===== src/adsr_pkg.sv =====
// Package: widths, codes, reset values and the pole arithmetic of the ADSR envelope.
`default_nettype none
package adsr_pkg;

  localparam int FRAC_BITS = 24;
  localparam int LEVEL_W   = FRAC_BITS + 1;
  localparam int FB_W      = FRAC_BITS;
  localparam int BIAS_W    = FRAC_BITS + 2;
  localparam int SUM_W     = BIAS_W + 2;
  localparam int PROD_W    = LEVEL_W + FB_W;
  localparam int PHASE_W   = 3;
  localparam int OP_W      = 2;
  localparam int MODE_W    = 2;
  localparam int CFG_IDX_W = 3;
  localparam int CFG_DATA_W = BIAS_W;

  localparam logic [OP_W-1:0] OP_TICK     = 2'd0;
  localparam logic [OP_W-1:0] OP_NOTE_ON  = 2'd1;
  localparam logic [OP_W-1:0] OP_NOTE_OFF = 2'd2;

  localparam logic [PHASE_W-1:0] PH_OFF     = 3'd0;
  localparam logic [PHASE_W-1:0] PH_ATTACK  = 3'd1;
  localparam logic [PHASE_W-1:0] PH_DECAY   = 3'd2;
  localparam logic [PHASE_W-1:0] PH_SUSTAIN = 3'd3;
  localparam logic [PHASE_W-1:0] PH_RELEASE = 3'd4;
  localparam logic [PHASE_W-1:0] PH_RETRIG  = 3'd5;

  localparam logic [CFG_IDX_W-1:0] REG_ATTACK_FB   = 3'd0;
  localparam logic [CFG_IDX_W-1:0] REG_ATTACK_BIAS = 3'd1;
  localparam logic [CFG_IDX_W-1:0] REG_DECAY_FB    = 3'd2;
  localparam logic [CFG_IDX_W-1:0] REG_DECAY_BIAS  = 3'd3;
  localparam logic [CFG_IDX_W-1:0] REG_RELEASE_FB  = 3'd4;
  localparam logic [CFG_IDX_W-1:0] REG_RELEASE_BIAS = 3'd5;
  localparam logic [CFG_IDX_W-1:0] REG_SUSTAIN     = 3'd6;
  localparam logic [CFG_IDX_W-1:0] REG_MODE        = 3'd7;

  localparam int MODE_LEGATO = 0;
  localparam int MODE_GATE   = 1;

  localparam logic [LEVEL_W-1:0] LEVEL_ONE = LEVEL_W'(longint'(1) << FRAC_BITS);
  localparam logic [SUM_W-1:0]   SUM_ONE   = SUM_W'(longint'(1) << FRAC_BITS);

  localparam logic signed [BIAS_W-1:0] RETRIG_BIAS =
    BIAS_W'(-(((longint'(1) << FRAC_BITS) * 1376 + 50000) / 100000));
  localparam logic [FB_W-1:0] RETRIG_FB =
    FB_W'(((longint'(1) << FRAC_BITS) * 9862 + 5000) / 10000);

  localparam logic [FB_W-1:0]          RST_ATTACK_FB    = FB_W'(16560000);
  localparam logic signed [BIAS_W-1:0] RST_ATTACK_BIAS  = BIAS_W'(278000);
  localparam logic [FB_W-1:0]          RST_DECAY_FB     = FB_W'(16700000);
  localparam logic signed [BIAS_W-1:0] RST_DECAY_BIAS   = BIAS_W'(50000);
  localparam logic [FB_W-1:0]          RST_RELEASE_FB   = FB_W'(16720000);
  localparam logic signed [BIAS_W-1:0] RST_RELEASE_BIAS = BIAS_W'(-500);
  localparam logic [LEVEL_W-1:0]       RST_SUSTAIN      = LEVEL_W'(11861000);
  localparam logic [MODE_W-1:0]        RST_MODE         = MODE_W'(0);

  typedef struct packed {
    logic [FB_W-1:0]          attack_feedback;
    logic signed [BIAS_W-1:0] attack_bias;
    logic [FB_W-1:0]          decay_feedback;
    logic signed [BIAS_W-1:0] decay_bias;
    logic [FB_W-1:0]          release_feedback;
    logic signed [BIAS_W-1:0] release_bias;
    logic [LEVEL_W-1:0]       sustain_level;
    logic [MODE_W-1:0]        mode_flags;
  } cfg_t;

  typedef struct packed {
    logic [PHASE_W-1:0] phase;
    logic [LEVEL_W-1:0] last_level;
    logic               last_gate;
  } state_t;

  // level = bias + (last * fb) >> FRAC_BITS, saturated into [0, ONE]
  function automatic logic [LEVEL_W-1:0] pole(
    input logic [LEVEL_W-1:0]       last,
    input logic signed [BIAS_W-1:0] bias,
    input logic [FB_W-1:0]          fb
  );
    logic [PROD_W-1:0]        prod;
    logic [LEVEL_W-1:0]       prod_sh;
    logic signed [SUM_W-1:0]  sum;
    logic [LEVEL_W-1:0]       res;
    prod    = PROD_W'(last) * PROD_W'(fb);
    prod_sh = prod[PROD_W-1:FRAC_BITS];
    sum     = $signed({{(SUM_W-LEVEL_W){1'b0}}, prod_sh}) +
              $signed({{(SUM_W-BIAS_W){bias[BIAS_W-1]}}, bias});
    if (sum[SUM_W-1]) begin
      res = '0;
    end else if (sum > $signed(SUM_ONE)) begin
      res = LEVEL_ONE;
    end else begin
      res = sum[LEVEL_W-1:0];
    end
    return res;
  endfunction

endpackage
`default_nettype wire


===== src/adsr_step.sv =====
// Envelope step: next phase, level and gate for one item from the current state.
`default_nettype none
module adsr_step (
  input  wire adsr_pkg::state_t             st,
  input  wire adsr_pkg::cfg_t               cfg,
  input  wire [adsr_pkg::OP_W-1:0]          op,
  input  wire                               gate,
  output adsr_pkg::state_t                  st_next,
  output logic [adsr_pkg::LEVEL_W-1:0]      level,
  output logic                              active
);

  logic                                gate_mode;
  logic                                legato;
  logic [adsr_pkg::LEVEL_W-1:0]        sus;
  logic [adsr_pkg::FB_W-1:0]           fb;
  logic signed [adsr_pkg::BIAS_W-1:0]  bias;
  logic [adsr_pkg::LEVEL_W-1:0]        p;
  logic [adsr_pkg::LEVEL_W-1:0]        v;

  assign gate_mode = cfg.mode_flags[adsr_pkg::MODE_GATE];
  assign legato    = cfg.mode_flags[adsr_pkg::MODE_LEGATO];
  assign sus = (cfg.sustain_level > adsr_pkg::LEVEL_ONE) ? adsr_pkg::LEVEL_ONE
                                                         : cfg.sustain_level;

  always_comb begin
    unique case (st.phase) inside
      adsr_pkg::PH_ATTACK: begin
        fb   = cfg.attack_feedback;
        bias = cfg.attack_bias;
      end
      adsr_pkg::PH_DECAY, adsr_pkg::PH_SUSTAIN: begin
        fb   = cfg.decay_feedback;
        bias = cfg.decay_bias;
      end
      adsr_pkg::PH_RELEASE: begin
        fb   = cfg.release_feedback;
        bias = cfg.release_bias;
      end
      default: begin
        fb   = adsr_pkg::RETRIG_FB;
        bias = adsr_pkg::RETRIG_BIAS;
      end
    endcase
  end

  assign p = adsr_pkg::pole(st.last_level, bias, fb);

  always_comb begin
    st_next = st;
    v       = '0;
    unique case (op)
      adsr_pkg::OP_NOTE_ON: begin
        if (!gate_mode) begin
          if (st.phase != adsr_pkg::PH_OFF && !legato) begin
            st_next.phase = adsr_pkg::PH_RETRIG;
          end else if (st.phase == adsr_pkg::PH_OFF ||
                       st.phase == adsr_pkg::PH_RELEASE) begin
            st_next.phase = adsr_pkg::PH_ATTACK;
          end
        end
      end
      adsr_pkg::OP_NOTE_OFF: begin
        if (!gate_mode) begin
          st_next.phase = adsr_pkg::PH_RELEASE;
        end
      end
      adsr_pkg::OP_TICK: begin
        unique case (st.phase)
          adsr_pkg::PH_ATTACK: begin
            v = p;
            if (p >= adsr_pkg::LEVEL_ONE) begin
              v = adsr_pkg::LEVEL_ONE;
              st_next.phase = adsr_pkg::PH_DECAY;
            end
          end
          adsr_pkg::PH_DECAY: begin
            v = p;
            if (p <= sus) begin
              v = sus;
              st_next.phase = adsr_pkg::PH_SUSTAIN;
            end
          end
          adsr_pkg::PH_SUSTAIN: begin
            v = (st.last_level > sus) ? p : sus;
          end
          adsr_pkg::PH_RELEASE: begin
            v = p;
            if (p == '0) begin
              st_next.phase = adsr_pkg::PH_OFF;
            end
          end
          adsr_pkg::PH_RETRIG: begin
            v = p;
            if (p == '0) begin
              st_next.phase = adsr_pkg::PH_ATTACK;
            end
          end
          default: begin
            v = '0;
            st_next.phase = adsr_pkg::PH_OFF;
          end
        endcase
        st_next.last_level = v;
        if (gate_mode) begin
          if (gate && !st.last_gate) begin
            st_next.phase = adsr_pkg::PH_ATTACK;
          end else if (!gate && st.last_gate) begin
            st_next.phase = adsr_pkg::PH_RELEASE;
          end
          st_next.last_gate = gate;
        end
      end
      default: begin
      end
    endcase
  end

  assign level  = v;
  assign active = (st_next.phase != adsr_pkg::PH_OFF);

endmodule
`default_nettype wire


===== src/adsr_envelope_generator.sv =====
// Top level: ADSR envelope generator with input stage, envelope state and result register.
//
// Input channel (in_valid / in_stall): operation 0 is a sample tick, 1 note on,
// 2 note off; gate_level is read on ticks in gate mode. Each tick gives one
// result item (level, active) on the output channel (out_valid / out_stall);
// note events and the unused code give none.
// Configuration (cfg_valid / cfg_ready, cfg_index, cfg_data): eight registers,
// always ready; write only while the block is idle.
// A tick held in the input register moves to the result register once that is free.
// Throughput: one item per cycle while out_stall is low. The envelope update
// is one multiply-add and clamp between the input register and the result
// register, and the state feeds back to itself in that same cycle.
// Stall: a held result keeps its value; a tick waiting in the input register
// holds in_stall high until the result register frees. Note events pass on.
// Reset: phase off, level zero, gate low, registers at their default values,
// both channels empty.
`default_nettype none
module adsr_envelope_generator (
  input  wire                                  clk,
  input  wire                                  rst,
  input  wire                                  in_valid,
  output logic                                 in_stall,
  input  wire [adsr_pkg::OP_W-1:0]             operation,
  input  wire                                  gate_level,
  output logic                                 out_valid,
  input  wire                                  out_stall,
  output logic [adsr_pkg::LEVEL_W-1:0]         level,
  output logic                                 active,
  input  wire                                  cfg_valid,
  output logic                                 cfg_ready,
  input  wire [adsr_pkg::CFG_IDX_W-1:0]        cfg_index,
  input  wire [adsr_pkg::CFG_DATA_W-1:0]       cfg_data
);

  adsr_pkg::cfg_t               cfg;
  adsr_pkg::state_t             st;
  adsr_pkg::state_t             st_next;
  logic                         s1_valid;
  logic [adsr_pkg::OP_W-1:0]    s1_op;
  logic                         s1_gate;
  logic                         s1_go;
  logic                         out_free;
  logic                         s1_tick;
  logic [adsr_pkg::LEVEL_W-1:0] level_next;
  logic                         active_next;

  assign cfg_ready = 1'b1;
  assign out_free  = !out_valid || !out_stall;
  assign s1_tick   = (s1_op == adsr_pkg::OP_TICK);
  assign s1_go     = s1_valid && (!s1_tick || out_free);
  assign in_stall  = s1_valid && !s1_go;

  always_ff @(posedge clk) begin
    if (rst) begin
      cfg.attack_feedback  <= adsr_pkg::RST_ATTACK_FB;
      cfg.attack_bias      <= adsr_pkg::RST_ATTACK_BIAS;
      cfg.decay_feedback   <= adsr_pkg::RST_DECAY_FB;
      cfg.decay_bias       <= adsr_pkg::RST_DECAY_BIAS;
      cfg.release_feedback <= adsr_pkg::RST_RELEASE_FB;
      cfg.release_bias     <= adsr_pkg::RST_RELEASE_BIAS;
      cfg.sustain_level    <= adsr_pkg::RST_SUSTAIN;
      cfg.mode_flags       <= adsr_pkg::RST_MODE;
    end else if (cfg_valid && cfg_ready) begin
      unique case (cfg_index)
        adsr_pkg::REG_ATTACK_FB:    cfg.attack_feedback  <= cfg_data[adsr_pkg::FB_W-1:0];
        adsr_pkg::REG_ATTACK_BIAS:  cfg.attack_bias      <= cfg_data;
        adsr_pkg::REG_DECAY_FB:     cfg.decay_feedback   <= cfg_data[adsr_pkg::FB_W-1:0];
        adsr_pkg::REG_DECAY_BIAS:   cfg.decay_bias       <= cfg_data;
        adsr_pkg::REG_RELEASE_FB:   cfg.release_feedback <= cfg_data[adsr_pkg::FB_W-1:0];
        adsr_pkg::REG_RELEASE_BIAS: cfg.release_bias     <= cfg_data;
        adsr_pkg::REG_SUSTAIN:      cfg.sustain_level    <= cfg_data[adsr_pkg::LEVEL_W-1:0];
        adsr_pkg::REG_MODE:         cfg.mode_flags       <= cfg_data[adsr_pkg::MODE_W-1:0];
      endcase
    end
  end

  // input stage
  always_ff @(posedge clk) begin
    if (rst) begin
      s1_valid <= 1'b0;
    end else if (!in_stall) begin
      s1_valid <= in_valid;
    end
  end

  always_ff @(posedge clk) begin
    if (!in_stall && in_valid) begin
      s1_op   <= operation;
      s1_gate <= gate_level;
    end
  end

  adsr_step u_step (
    .st      (st),
    .cfg     (cfg),
    .op      (s1_op),
    .gate    (s1_gate),
    .st_next (st_next),
    .level   (level_next),
    .active  (active_next)
  );

  always_ff @(posedge clk) begin
    if (rst) begin
      st.phase      <= adsr_pkg::PH_OFF;
      st.last_level <= '0;
      st.last_gate  <= 1'b0;
    end else if (s1_go) begin
      st <= st_next;
    end
  end

  // result register
  always_ff @(posedge clk) begin
    if (rst) begin
      out_valid <= 1'b0;
    end else if (s1_go && s1_tick) begin
      out_valid <= 1'b1;
    end else if (!out_stall) begin
      out_valid <= 1'b0;
    end
  end

  always_ff @(posedge clk) begin
    if (s1_go && s1_tick) begin
      level  <= level_next;
      active <= active_next;
    end
  end

  a_off_is_silent: assert property (@(posedge clk) disable iff (rst)
    out_valid && !active |-> level == '0)
    else $error("envelope off with nonzero level");

  a_level_in_range: assert property (@(posedge clk) disable iff (rst)
    out_valid |-> level <= adsr_pkg::LEVEL_ONE)
    else $error("level above full scale");

  a_phase_code: assert property (@(posedge clk) disable iff (rst)
    st.phase <= adsr_pkg::PH_RETRIG)
    else $error("unused phase code reached");

  a_result_from_tick: assert property (@(posedge clk) disable iff (rst)
    out_valid && !$past(out_valid) |-> $past(s1_valid && s1_op == adsr_pkg::OP_TICK))
    else $error("result without a tick");

  a_stall_holds_tick: assert property (@(posedge clk) disable iff (rst)
    in_stall |-> s1_valid && s1_tick && out_valid)
    else $error("input stalled without a blocked tick");

endmodule
`default_nettype wire

===== config.mk =====
export PLATFORM = sky130hd
export DESIGN_NAME = adsr_envelope_generator
export DESIGN_NICKNAME = d
export VERILOG_FILES = /design/src/adsr_pkg.sv /design/src/adsr_step.sv /design/src/adsr_envelope_generator.sv
export SDC_FILE = /design/constraint.sdc
export NUM_CORES = 2
export LEC_CHECK = 0
export ABC_AREA = 0
export BUFFER_PORTS_ARGS = -buffer_cell sky130_fd_sc_hd__buf_2
export CORE_MARGIN = 3
export CORE_UTILIZATION = 47
export CTS_BUF_LIST = sky130_fd_sc_hd__clkbuf_8
export DETAILED_ROUTE_END_ITERATION = 8
export PLACE_DENSITY = 0.61
export SKIP_LAST_GASP = 1
export SYNTH_ARGS = -nofsm -noshare
export SYNTH_HDL_FRONTEND = slang
export SYNTH_SLANG_ARGS = --single-unit

===== constraint.sdc =====
create_clock -name clk -period 26 [get_ports clk]
set_clock_uncertainty 0.05 [all_clocks]
set_input_delay 1.3 -clock clk [delete_from_list [all_inputs] [get_ports clk]]
set_output_delay 1.3 -clock clk [all_outputs]
set_load 0.05 [all_outputs]

Word-level counts from Yosys, hierarchy flattened
Cells that the tools add are included.
- bits in latches: 0
- memory bits (read-only): 0
- word-level logic and storage cells: 99
- memories: 0
- output and inout bits: 29
- register bits: 237
- memory bits (writable): 0
- reductions and logical operators: 36
- divide/modulo/power cells: 0
- $mul: 1
- bitwise operators: 0
- shift-type cells: 0
- equal/unequal tests: 15
- magnitude comparators: 5
- $add $sub $neg: 1
- mux-type cells: 24
- operators with widths (cell ; number):
    25-bit 2-to-1 mux ; 6
    25-bit case mux with 4 select lines ; 1
    26-bit case mux with 3 select lines ; 1
    24-bit case mux with 3 select lines ; 1
    25-bit by 24-bit multiplier with 49-bit output ; 1
    3-bit 2-to-1 mux ; 11
    28-bit by 26-bit greater-than comparator with 1-bit output (second input constant) ; 1
    26-bit by 26-bit adder with 27-bit output ; 1
    25-bit >= comparator (second input constant) ; 1
    25-bit greater-than comparator ; 1
    25-bit greater-than comparator (second input constant) ; 1
    25-bit <= comparator ; 1
    25-bit logical NOT ; 1
    3-bit == test (second input constant) ; 6
    2-bit AND reduction ; 9
    3-bit case mux with 5 select lines ; 1
    3-bit by 2-bit == test with 1-bit output (second input constant) ; 4
    3-bit case mux with 3 select lines ; 1
    1-bit logical NOT ; 8
    1-bit logical AND ; 7
    3-bit by 1-bit == test with 1-bit output (second input constant) ; 2
    3-bit logical NOT ; 2
    3-bit nonzero test ; 2
    2-bit OR reduction ; 2
    other kinds (7) ; 10

Longest topological paths before layout
- word-level depth: 16
- gate-level depth with buffers: 58

Modules after synthesis
Synthesis repeated with hierarchy kept, for this count alone.
- cell total of the unflattened synthesis: 3769
- area total of the unflattened synthesis: 32274.7 um^2
- modules (own cells, without submodules) (module ; seq. area each (um^2) ; area an instance (um^2) ; instances ; cells each):
    adsr_step ; 0.0 ; 23523.8 ; 1 ; 2815
    adsr_envelope_generator ; 5034.8 ; 8750.9 ; 1 ; 954

Least setup slack after synthesis
Ideal clock, no wire load.
- kind: flip-flop to flip-flop
- start: reg, netlist name st[27]
- end: reg, netlist name st[17]
- period minus slack after synthesis: 12960 ps
- arrival time: 12824 ps
- path buffers: 8
- required time: 25864 ps
- stages on the path, launching flop included: 56
- path slack: 13040 ps
- cells stage by stage: dfxtp_1 > clkbuf_1 > clkbuf_1 > clkinv_1 > clkbuf_1 > clkbuf_1 > a21oi_1 > clkbuf_1 > nand2_1 > fa_1 > inv_1 > fa_1 > inv_1 > fa_1 > fa_1 > fa_1 > inv_1 > fa_1 > [... 20 more ...] > a21oi_1 > a2111oi_2 > nand4_2 > a21oi_4 > clkbuf_1 > and2_1 > ha_1 > a21o_1 > a21o_1 > a21oi_1 > o21ai_0 > o21bai_1 > a21oi_1 > mux2_2 > nor2_1 > clkbuf_1 > a32oi_1 > a211oi_1
- word-level cells in the longest chain between the ends: 11
- ends and longest elaborated chain (item ; line ; RTL):
    3-bit by 2-bit == test with 1-bit output ; adsr_step.sv:69 ; unique case (st.phase)
    2-bit OR reduction ; adsr_step.sv:27 ; unique case (st.phase) inside
    24-bit case mux with 3 select lines ; adsr_step.sv:27 ;
    25-bit by 24-bit multiplier with 49-bit output ; adsr_pkg.sv:84 ; prod = PROD_W'(last) * PROD_W'(fb);
    26-bit by 26-bit adder with 27-bit output ; adsr_pkg.sv:86 ; sum = $signed({{(SUM_W-LEVEL_W){1'b0}}, prod_sh}) +
    28-bit by 26-bit greater-than comparator with 1-bit output ; adsr_pkg.sv:90 ; end else if (sum > $signed(SUM_ONE)) begin
    25-bit 2-to-1 mux ; adsr_pkg.sv:90 ;
    25-bit 2-to-1 mux ; adsr_pkg.sv:88 ; if (sum[SUM_W-1]) begin
    25-bit <= comparator or 25-bit >= comparator (tied branches) ; adsr_step.sv:79, adsr_step.sv:72 ;
    25-bit 2-to-1 mux (on tied branches) ; adsr_step.sv:79, adsr_step.sv:72 ;
    25-bit case mux with 4 select lines * ; adsr_step.sv:69 ;
Mark *: on every way between the ends. The rest lies on a longest branch, timed or not.
A chain may end at the register's enable or synchronous reset.

Final worst setup path
- start: reg, netlist name st[28]
- end: reg, netlist name st[18]
- word-level cells in the longest chain between the ends: 11
- ends and longest elaborated chain (item ; line):
    3-bit by 2-bit == test with 1-bit output ; adsr_step.sv:69
    2-bit OR reduction ; adsr_step.sv:27
    24-bit case mux with 3 select lines ; adsr_step.sv:27
    25-bit by 24-bit multiplier with 49-bit output ; adsr_pkg.sv:84
    26-bit by 26-bit adder with 27-bit output ; adsr_pkg.sv:86
    28-bit by 26-bit greater-than comparator with 1-bit output ; adsr_pkg.sv:90
    25-bit 2-to-1 mux ; adsr_pkg.sv:90
    25-bit 2-to-1 mux ; adsr_pkg.sv:88
    25-bit <= comparator or 25-bit >= comparator (tied branches) ; adsr_step.sv:79, adsr_step.sv:72
    25-bit 2-to-1 mux (on tied branches) ; adsr_step.sv:79, adsr_step.sv:72
    25-bit case mux with 4 select lines * ; adsr_step.sv:69
Marks and branches as above.

==> results.tsv <==
stage	metric	value	unit
layout	final_util	0.5046	
global_routing	grt_pass1_vias	26280	
power_and_ir_drop	peakVddDrop	0.00005332	V
floorplanning	dieArea	71340	um^2
critical_path	cp_max_fo	37	
yosys	ys_ff_latch	237	
placement	placed_cells	4594	
cts	cts_resized	0	
layout	fin_nets	4551	
global_routing	grtUsageTotal	0.2828	
run_status	status	complete, no violations	
critical_path	cp_common_cell	fa_1	
timing	slew_viol_final	0	
global_routing	grt_pass1_wl	154.3	mm
yosys	syn-cell-area	32040	um^2
yosys	syn-num-nets	4586	
global_routing	met1_usage	0.3817	
yosys	synth_seq_area_share	0.1571	
yosys	ys_types	93	
layout	nFillCells	6606	
route	drt_wl_total	99.11	mm
timing	rsz0062_at_grt	no	
yosys	async_flop_share	0	
layout	layout_common_cells	nand2_1 (741), inv_1 (599), fa_1 (504)	
global_routing	use_met2	0.4615	
floorplanning	core_area	67400	um^2
global_routing	grt-busiest-layer	met2	
critical_path	cp-end-kind	register	
cts	cts_tree	yes	
cts	cts_sinks	237	
power_and_ir_drop	cellPowerDensity	52.79	nW/um^2
yosys	ys.flop_type	dfxtp_1	
route	firstDrtPassIters	7	
floorplanning	row_count	95	
cts	cts_buffers	41	
placement	post_dp_cell_area	33210	um^2
route	vias_per_cell	5.580	
placement	post-dp-hpwl	72.15	mm
cts	cts_max_level	2	
global_routing	grt_max_degree	132	
yosys	postSynthCellCount	3799	
layout	drive_above_1_share	0.06744	
global_routing	overflow	0	
critical_path	worst-endpoint-required	26.43	ns
timing	slew_headroom	0.2141	
timing	worstMarginPinSlew	1.176	ns
route	wl_per_cell	21.22	um
layout	fin_cells	4671	
route	ant_nets	0	
job	cap_violations	0	
yosys	postSynthAreaPerCell	8.434	um^2
layout	multi_input_area	24040	um^2
cts	post_cts_buffers	0	
placement	portBuffers	64	
layout	area_growth	6.139	%
layout	fin_area	34010	um^2
worst_hold_path	hp-class	reg -> reg	
yosys	synth_edf_count	29	
route	drc_errors	0	
yosys	ys_warn_count	0	
timing	worst_slack	10.85	ns
cts	clk_transition_reported_paths	0.07	ns
floorplanning	start_util	0.4754	
critical_path	crit_type	reg -> reg	
timing	fmax	65.99	MHz
timing	tns	0	ns
global_routing	met3_usage	0.04887	
timing	finalSetupViolations	0	
critical_path	crit_path_max_incr_delay	0.89	ns
cts	cts-root-buf	clkbuf_8	
floorplanning	fp.dieH	267.1	um
critical_path	crit_path_top_delay_cell	a211oi_1	
route	vias	26060	
layout	regArea	5042	um^2
critical_path	worstSetupStartpointType	register	
cts	clock_path_buffers	3	
placement	preCtsSetupSlack	11.13	ns
floorplanning	io_pins	66	
timing	finalHoldViolCount	0	
critical_path	cp.arrival	15.58	ns
layout	layout_commonest_cell	nand2_1	
global_routing	antenna_found_initial	6	
route	dr.first_iter.drc_count	1832	
placement	gp_congestion	0.9542	
power_and_ir_drop	p_leak	16.19	nW
floorplanning	die_x	267.1	um
timing	period_share	0.5828	
timing	finalCriticalPeriod	15.15	ns
cts	clk_latency	0.60	ns
cts	hold_buffers	0	
-- stage by stage --
step,power [mW],hold slack [ns]
floorplan,1.149,0.3812
global placement,1.458,0.3927
detailed placement,1.446,0.3965
CTS,1.788,0.4050
global route,1.929,0.4220
finish,1.795,0.4052
-- registers in the layout, summed over array words and instances, names as in the netlist --
signal	flops
level	25
active	1
st	29
cfg	177
s1_valid	1
s1_op	2
s1_gate	1
out_valid	1
-- report_power, final --
group	switching, mW	internal (mW)	leakage, nW
logic	0.687	0.378	13.8
clock network	0.163	0.173	0.466
registers	0.0131	0.381	1.93
-- routing by layer --
layer | wire length (um) | vias to the layer above | part of all wire
met5 | 39 | - | 0.00039
met1 | 41880 | 13030 | 0.42
li1 | - | 11950 | -
met4 | 3774 | 6 | 0.038
met3 | 7311 | 184 | 0.074
met2 | 46100 | 899 | 0.47
-- final cells by class --
type                    count  share of cell area
flip-flops and latches    237              0.1483
clock inverters            29            0.004562
well taps                 873             0.03212
diodes                      2           0.0001472
inverters                 585             0.06457
repair buffers            133             0.02484
clock buffers              46             0.01862
multi-input cells        2766              0.7069
-- cell families (layout without fill, tap and decap cells) --
kind of cell	after synthesis	in the layout	share of synthesized area
simple gates	1457	1457	0.2179
buf+inv	796	793	0.09720
fa+ha+maj	750	750	0.4110
compound gates	513	513	0.1040
flops	237	237	0.1571
xor+xnor	36	36	0.009841
mux	9	9	0.002890
other cells	1	3	0.0001170
-- final timing paths --
path	slack [ns]	depth (start not counted)	endpoint	startpoint
setup / recovery	10.85	50	st[18]	st[28]
hold reg to reg	0.41	2	cfg[116]	cfg[116]
hold / removal	0.41	2	cfg[116]	cfg[116]
setup reg to reg	10.85	50	st[18]	st[28]
-- worst max-delay path, delay by kind of cell, from the launching register on --
kind / cells / cell delay (ns)
compound gates: 21 / 6.51
fa+ha+maj: 10 / 4.10
simple gates: 11 / 2.23
buf+inv: 7 / 1.07
flops: 1 / 0.82
xor+xnor: 1 / 0.17
-- synth_stat cells (24+ instances only) --
cell      number  area share
a211oi_1      42      0.0098
a21o_1        36      0.0084
a21oi_1      200       0.031
a32oi_1       24      0.0066
and2_1       297       0.058
clkbuf_1     187       0.022
dfxtp_1      208        0.13
edfxtp_1      29       0.027
fa_1         504        0.31
ha_1         246       0.096
inv_1        582       0.068
nand2_1      741       0.087
nand3_1       28      0.0044
nand3b_1      82       0.019
nor2_1       156       0.018
nor2b_1       32      0.0062
nor3_1        24      0.0037
o21ai_0       50      0.0078
o22ai_1       33      0.0064
(Power assumes the default switching activity.)
